--- config.mk ---
export PLATFORM = sky130hd
export DESIGN_NAME = eti_div
export DESIGN_NICKNAME = d
export VERILOG_FILES = /design/src/rtl/core/eti_pkg.sv /design/src/rtl/core/eti_div.sv
export SDC_FILE = /design/constraint.sdc
export NUM_CORES = 2
export LEC_CHECK = 0
export ABC_AREA = 0
export BUFFER_PORTS_ARGS = -buffer_cell sky130_fd_sc_hd__clkbuf_2
export CAP_MARGIN = 20
export CORE_MARGIN = 5
export CORE_UTILIZATION = 43
export DETAILED_ROUTE_END_ITERATION = 10
export SLEW_MARGIN = 20
export SYNTH_ARGS = -nofsm -noshare
export SYNTH_HDL_FRONTEND = slang
export SYNTH_SLANG_ARGS = --single-unit
--- constraint.sdc ---
create_clock -name clk_i -period 13.25 [get_ports clk_i]
set_input_delay 1.325 -clock clk_i [delete_from_list [all_inputs] [get_ports clk_i]]
set_output_delay 1.325 -clock clk_i [all_outputs]
set_load 0.03 [all_outputs]
--- src/rtl/core/eti_pkg.sv ---
// Shared types and constants for the eased time interpolator.
// Used by the channel interfaces, the fraction divider and the top level.
package eti_pkg;

  localparam int unsigned VALUE_W    = 32;
  localparam int unsigned TIME_W     = 32;
  localparam int unsigned FRAC_BITS  = 16;
  // quotient bits resolved per divider stage
  localparam int unsigned DIV_STEPS  = 2;
  localparam int unsigned DIV_STAGES = FRAC_BITS / DIV_STEPS;

  localparam logic [FRAC_BITS:0] FIX_ONE = {1'b1, {FRAC_BITS{1'b0}}};

  typedef enum logic [1:0] {
    MODE_LINEAR   = 2'd0,
    MODE_EASE_IN  = 2'd1,
    MODE_EASE_OUT = 2'd2,
    MODE_HOLD     = 2'd3
  } mode_e;

  typedef logic signed [VALUE_W-1:0] value_t;
  typedef logic [VALUE_W-1:0]        mag_t;
  typedef logic [TIME_W-1:0]         time_t;
  typedef logic [FRAC_BITS:0]        frac_t;
  typedef logic [FRAC_BITS-1:0]      quo_t;

  // Per-item data that rides along the pipeline next to the fraction.
  typedef struct packed {
    value_t start_value;
    value_t hold_value;   // result when the easing path is skipped
    mag_t   mag;          // |end - start|
    logic   up;           // end > start
    logic   bypass;       // take hold_value
    logic   full;         // now == end, fraction is exactly one
    mode_e  mode;
  } side_t;

endpackage

--- src/rtl/core/eti_div.sv ---
// Pipelined restoring divider: floor(num * 2^FRAC_BITS / den) for num < den.
// Depends on eti_pkg; carries a side_t record alongside each quotient.
module eti_div import eti_pkg::*; (
  input  logic  clk_i,
  input  logic  rst_ni,
  input  logic  valid_i,
  output logic  ready_o,
  input  time_t num_i,
  input  time_t den_i,
  input  side_t side_i,
  output logic  valid_o,
  input  logic  ready_i,
  output quo_t  quo_o,
  output side_t side_o
);

  logic [DIV_STAGES-1:0] valid_q;
  logic [DIV_STAGES:0]   rdy;
  time_t rem_q  [DIV_STAGES];
  time_t den_q  [DIV_STAGES];
  quo_t  quo_q  [DIV_STAGES];
  side_t side_q [DIV_STAGES];

  assign rdy[DIV_STAGES] = ready_i;

  for (genvar k = 0; k < DIV_STAGES; k++) begin : g_stage
    logic          v_in;
    time_t         rem_in;
    time_t         den_in;
    quo_t          quo_in;
    side_t         side_in;
    time_t         rem_d;
    quo_t          quo_d;
    logic [TIME_W:0] sh;

    if (k == 0) begin : g_first
      assign v_in    = valid_i;
      assign rem_in  = num_i;
      assign den_in  = den_i;
      assign quo_in  = '0;
      assign side_in = side_i;
    end else begin : g_next
      assign v_in    = valid_q[k-1];
      assign rem_in  = rem_q[k-1];
      assign den_in  = den_q[k-1];
      assign quo_in  = quo_q[k-1];
      assign side_in = side_q[k-1];
    end

    always_comb begin
      rem_d = rem_in;
      quo_d = quo_in;
      sh    = '0;
      for (int s = 0; s < DIV_STEPS; s++) begin
        sh    = {rem_d, 1'b0};
        quo_d = {quo_d[FRAC_BITS-2:0], 1'b0};
        if (sh >= {1'b0, den_in}) begin
          sh       = sh - {1'b0, den_in};
          quo_d[0] = 1'b1;
        end
        rem_d = sh[TIME_W-1:0];
      end
    end

    assign rdy[k] = !valid_q[k] || rdy[k+1];

    always_ff @(posedge clk_i or negedge rst_ni) begin
      if (!rst_ni) begin
        valid_q[k] <= 1'b0;
      end else if (rdy[k]) begin
        valid_q[k] <= v_in;
      end
    end

    always_ff @(posedge clk_i) begin
      if (rdy[k] && v_in) begin
        rem_q[k]  <= rem_d;
        den_q[k]  <= den_in;
        quo_q[k]  <= quo_d;
        side_q[k] <= side_in;
      end
    end
  end

  assign ready_o = rdy[0];
  assign valid_o = valid_q[DIV_STAGES-1];
  assign quo_o   = quo_q[DIV_STAGES-1];
  assign side_o  = side_q[DIV_STAGES-1];

endmodule

# Word-level counts from Yosys, hierarchy flattened

Memory sizes are Yosys's and may differ from the RTL's.
Index checks and enable logic that the tools add are counted.

Register bits: 8
RAM bits: 1448
Bits of input ports: 169
Output and inout bits: 119
Memories: 4

$add $sub $neg: 16
$lt $le $gt $ge: 16
Mux-type cells: 48
Reductions and logical operators: 24

Memories:

| memory | words | bits a word | read ports | clocked after memory_dff | wr ports | RTL line      | text |
|---|---|---|---|---|---|---|---|
| side_q | 8     | 101         | 8          | 0                        | 8        | eti_div.sv:22 | `side_t side_q [DIV_STAGES];` |
| den_q  | 8     | 32          | 7          | 0                        | 8        | eti_div.sv:20 | `time_t den_q [DIV_STAGES];` |
| rem_q  | 8     | 32          | 7          | 0                        | 8        | eti_div.sv:19 | `time_t rem_q [DIV_STAGES];` |
| quo_q  | 8     | 16          | 8          | 0                        | 8        | eti_div.sv:21 | `quo_t quo_q [DIV_STAGES];` |

Operators with widths:

| operator            | number |
|---|---|
| $ge A33 B32 Y1      | 16 |
| $mux W32            | 16 |
| $sub A32 B32 Y32    | 16 |
| $mux W1             | 32 |
| $logic_and A1 B1 Y1 | 8 |
| $logic_not A1 Y1    | 8 |
| $logic_or A1 B1 Y1  | 8 |

# Depth between registers and ports, before layout

Word-level depth: 12
Mapped depth: 27
Depth with buffers taken out: 24

# Least setup slack after synthesis

OpenSTA, ideal clock, no wires.

Path type: input to register
From: in ready_i
To: mem den_q[5][0] in the netlist's numbering (enable)
Setup time: 820 ps
Arrival: 10208 ps
Data required time: 12430 ps
Path slack: 2222 ps
Stages on the path: 2
Cell sequence: nor2b_1 -> a31oi_1

RTL lines:

| item            | RTL line      | text |
|---|---|---|
| start, declared | eti_div.sv:12 | `input logic ready_i,` |
| end, declared   | eti_div.sv:20 |  |

==> flow_metrics.py <==
metrics = {
    "status": {
        "status": "finished clean",
    },
    "placed_design": {
        "dp.final_hpwl_mm": 135.3,
        "routabilityCongestion": 0.8995,
        "port_buffers": 287,
    },
    "timing": {
        "setup_viol": 0,
        "worst_slew_pin_slew_ns": 1.006,
        "finalCritPeriodShare": 0.5759,
        "finalHoldViolCount": 0,
        "fin_crit_ns": 7.631,
        "fmax_mhz": 131.0,
        "tns_ns": 0,
        "maxSlewHeadroom": 0.3291,
        "grt_setup_unrepaired": "false",
        "finalMaxSlewViolations": 0,
        "fin_skew_ns": 0.06230,
    },
    "cts": {
        "clock_sinks": 1336,
        "ctsHoldBuffers": 0,
        "root_buffer": "clkbuf_16",
        "clockBufferDepth": 3,
        "path_clk_slew_ns": 0.06,
        "worstSkewPairLatency_ns": 0.80,
        "postCtsSetupRepairBufs": 0,
        "post_cts_resized": 0,
        "h-tree-depth": 4,
        "cts_tree": "built",
        "cts_made_buffers": 140,
    },
    "setup_path": {
        "r2r_end": "rem_q[1][4]",
        "cp.required_ns": 13.74,
        "max_stage_delay_ns": 0.86,
        "critical_path_arrival_ns": 8.12,
        "path_cells": "inv_1 > ha_1 > nand3_1 > o211ai_2 > a221oi_4 > o221ai_4 > a31oi_4 > nor4b_2 > o21ai_1 > o21ai_2 > buf_4 > mux2_2 > ha_1 > o211ai_1 > a21oi_1 > o21ai_0 > o31ai_1 > o21ai_1 > a211oi_1 > or4_1 > a211oi_1 > o221a_2 > mux2_1",
        "startpoint_type": "flip-flop",
        "r2r_setup_slack_ns": 5.62,
        "critPathKind": "flip-flop to flip-flop",
        "r2r_start": "den_q[0][7]",
        "ff2ff_path_depth": 23,
        "critPathMaxFanout": 33,
        "slowest_stage": "o221a_2",
        "end_kind": "flip-flop",
    },
    "route": {
        "wl_per_cell_um": 20.96,
        "vias": 45780,
        "vias_per_cell": 5.452,
        "drc": 0,
        "routed_wirelength_mm": 176.0,
        "dr.pass1.iters": 6,
        "ant_nets": 0,
        "drt_first_iter_violations": 3217,
    },
    "synthesis": {
        "synthMostInstantiatedCell": "edfxtp_1",
        "ys.flop_type": "edfxtp_1",
        "synth_commonest_cells": "edfxtp_1, ha_1, a21oi_1",
        "synth_cell_types": 108,
        "synth_top_area_frac": 0.5600,
        "syn-num-nets": 6418,
        "ys_warn_count": 0,
        "synth.area.top_cells": "edfxtp_1, ha_1, mux2_2",
        "syn_area_per_cell_sq_um": 12.41,
        "synth.yosys.seq_area_share": 0.5628,
        "async_flop_share": 0.005988,
        "synth_top_cell_by_area": "edfxtp_1",
        "syn-cell-area_sq_um": 71210,
        "synth-edff-count": 1328,
        "ys_ff_latch": 1336,
        "synth_cells": 5737,
    },
    "flow_run": {
        "drv_cap": 0,
    },
    "worst_hold_path": {
        "min-delay-path-class": "flip-flop to flip-flop",
        "min-delay-start": "side_q[1][174]",
        "hold_depth": 0,
        "hold_end": "side_q[1][275]",
    },
    "die": {
        "pin_count": 288,
        "std_cell_rows": 149,
        "fp.dieW_um": 416.9,
        "dieArea_sq_um": 173800,
        "start_util": 0.4321,
        "die_h_um": 416.9,
        "coreArea_sq_um": 164800,
    },
    "global_route": {
        "grt.total_usage": 0.1983,
        "antenna_found_initial": 11,
        "grt_pass1_vias": 45330,
        "grt_pass1_wl_mm": 268.2,
        "grt_max_degree": 138,
        "overflow": 0,
    },
    "layout": {
        "final_nets": 6774,
        "multi_input_area_sq_um": 29270,
        "n_fill_cell": 14700,
        "layout-drive-gt1-share": 0.1385,
        "regArea_sq_um": 40080,
        "syn2layout_area_growth_pct": 12.07,
    },
}
-- critical path, delay by kind of cell, from the launching register on --
kind / cells / cell delay [ns]
AOI/OAI and AO/OA: 14 / 3.50
and+or+nand+nor: 3 / 1.27
buffers and inverters: 2 / 0.51
adders and majority gates: 2 / 0.76
DFF: 1 / 0.42
muxes: 2 / 0.84
-- flip-flops by register name, indices dropped and copies added, names as in the netlist --
signal,cells
g_stage.v_in,7
den_q,224
valid_o,1
quo_q,72
rem_q,224
side_q,808
-- worst max path at each step --
stage / from / end / slack [ns] / depth (start not counted)
2_1_floorplan: ready_i / den_q[5][0] / 2.22 / 2
5_1_grt: den_q[0][7] / rem_q[1][3] / 5.33 / 23
4_1_cts: den_q[0][7] / rem_q[1][4] / 5.74 / 23
3_5_place_dp: den_q[0][7] / rem_q[1][3] / 5.79 / 23
6_report: den_q[0][7] / rem_q[1][4] / 5.62 / 23
3_3_place_gp: den_q[0][7] / rem_q[1][3] / 5.93 / 23
-- per-layer routing --
layer  up-vias  part of all wire  track usage
li1      22410                 -            -
met1     21970              0.42       0.2466
met2      1087              0.50       0.3518
met3       313             0.038      0.02545
met4         2             0.038      0.07662
met5         -          0.000074            0
-- metrics by stage --
stage | cell area (sq um) | instances | utilization | setup slack (ns) | hold slack (ns)
after floorplan | 71210 | 5737 | - | 2.222 | 0.4003
after global placement | 75210 | 8139 | 0.4564 | 5.926 | 0.4000
after detailed placement | 75210 | 8139 | 0.4564 | 5.787 | 0.4045
after CTS | 79770 | 8391 | 0.4840 | 5.739 | 0.3495
after global routing | 79800 | 8395 | 0.4842 | 5.330 | 0.3812
final | 79800 | 8396 | 0.4842 | 5.619 | 0.3725
-- logic make-up (layout without fill, tap and decap cells) --
| group | count (synthesis) | in the layout | synth area share |
|---|---|---|---|
| compound gates | 1466 | 1466 | 0.1342 |
| simple gates | 1203 | 1203 | 0.08227 |
| flops | 1336 | 1336 | 0.5628 |
| mux | 328 | 328 | 0.05278 |
| fa+ha+maj | 512 | 512 | 0.09081 |
| other cells | 0 | 4 | 0 |
| xor+xnor | 406 | 406 | 0.04994 |
| buf+inv | 486 | 952 | 0.02718 |
-- layout by cell type (no fill, tap or decap), drive strengths merged, types with 270 or more instances in the layout --
master     n
mux2     305
xnor2    270
o21ai    288
nor2     278
nand2    367
a21oi    457
inv      387
edfxtp  1328
clkbuf   458
ha       504
-- cell type report --
| type | instances | share of cell area |
|---|---|---|
| diodes | 4 | 0.0001254 |
| clock buffers | 171 | 0.04536 |
| clock inverters | 81 | 0.01171 |
| inverters | 382 | 0.01800 |
| multi-input cells | 3915 | 0.3668 |
| flip-flops and latches | 1336 | 0.5022 |
| well taps | 2189 | 0.03432 |
| repair buffers | 318 | 0.02148 |
Power is left out: the tool's default activity adds up to more than one toggle a clock period on the data nets, which glitch-free logic cannot reach.
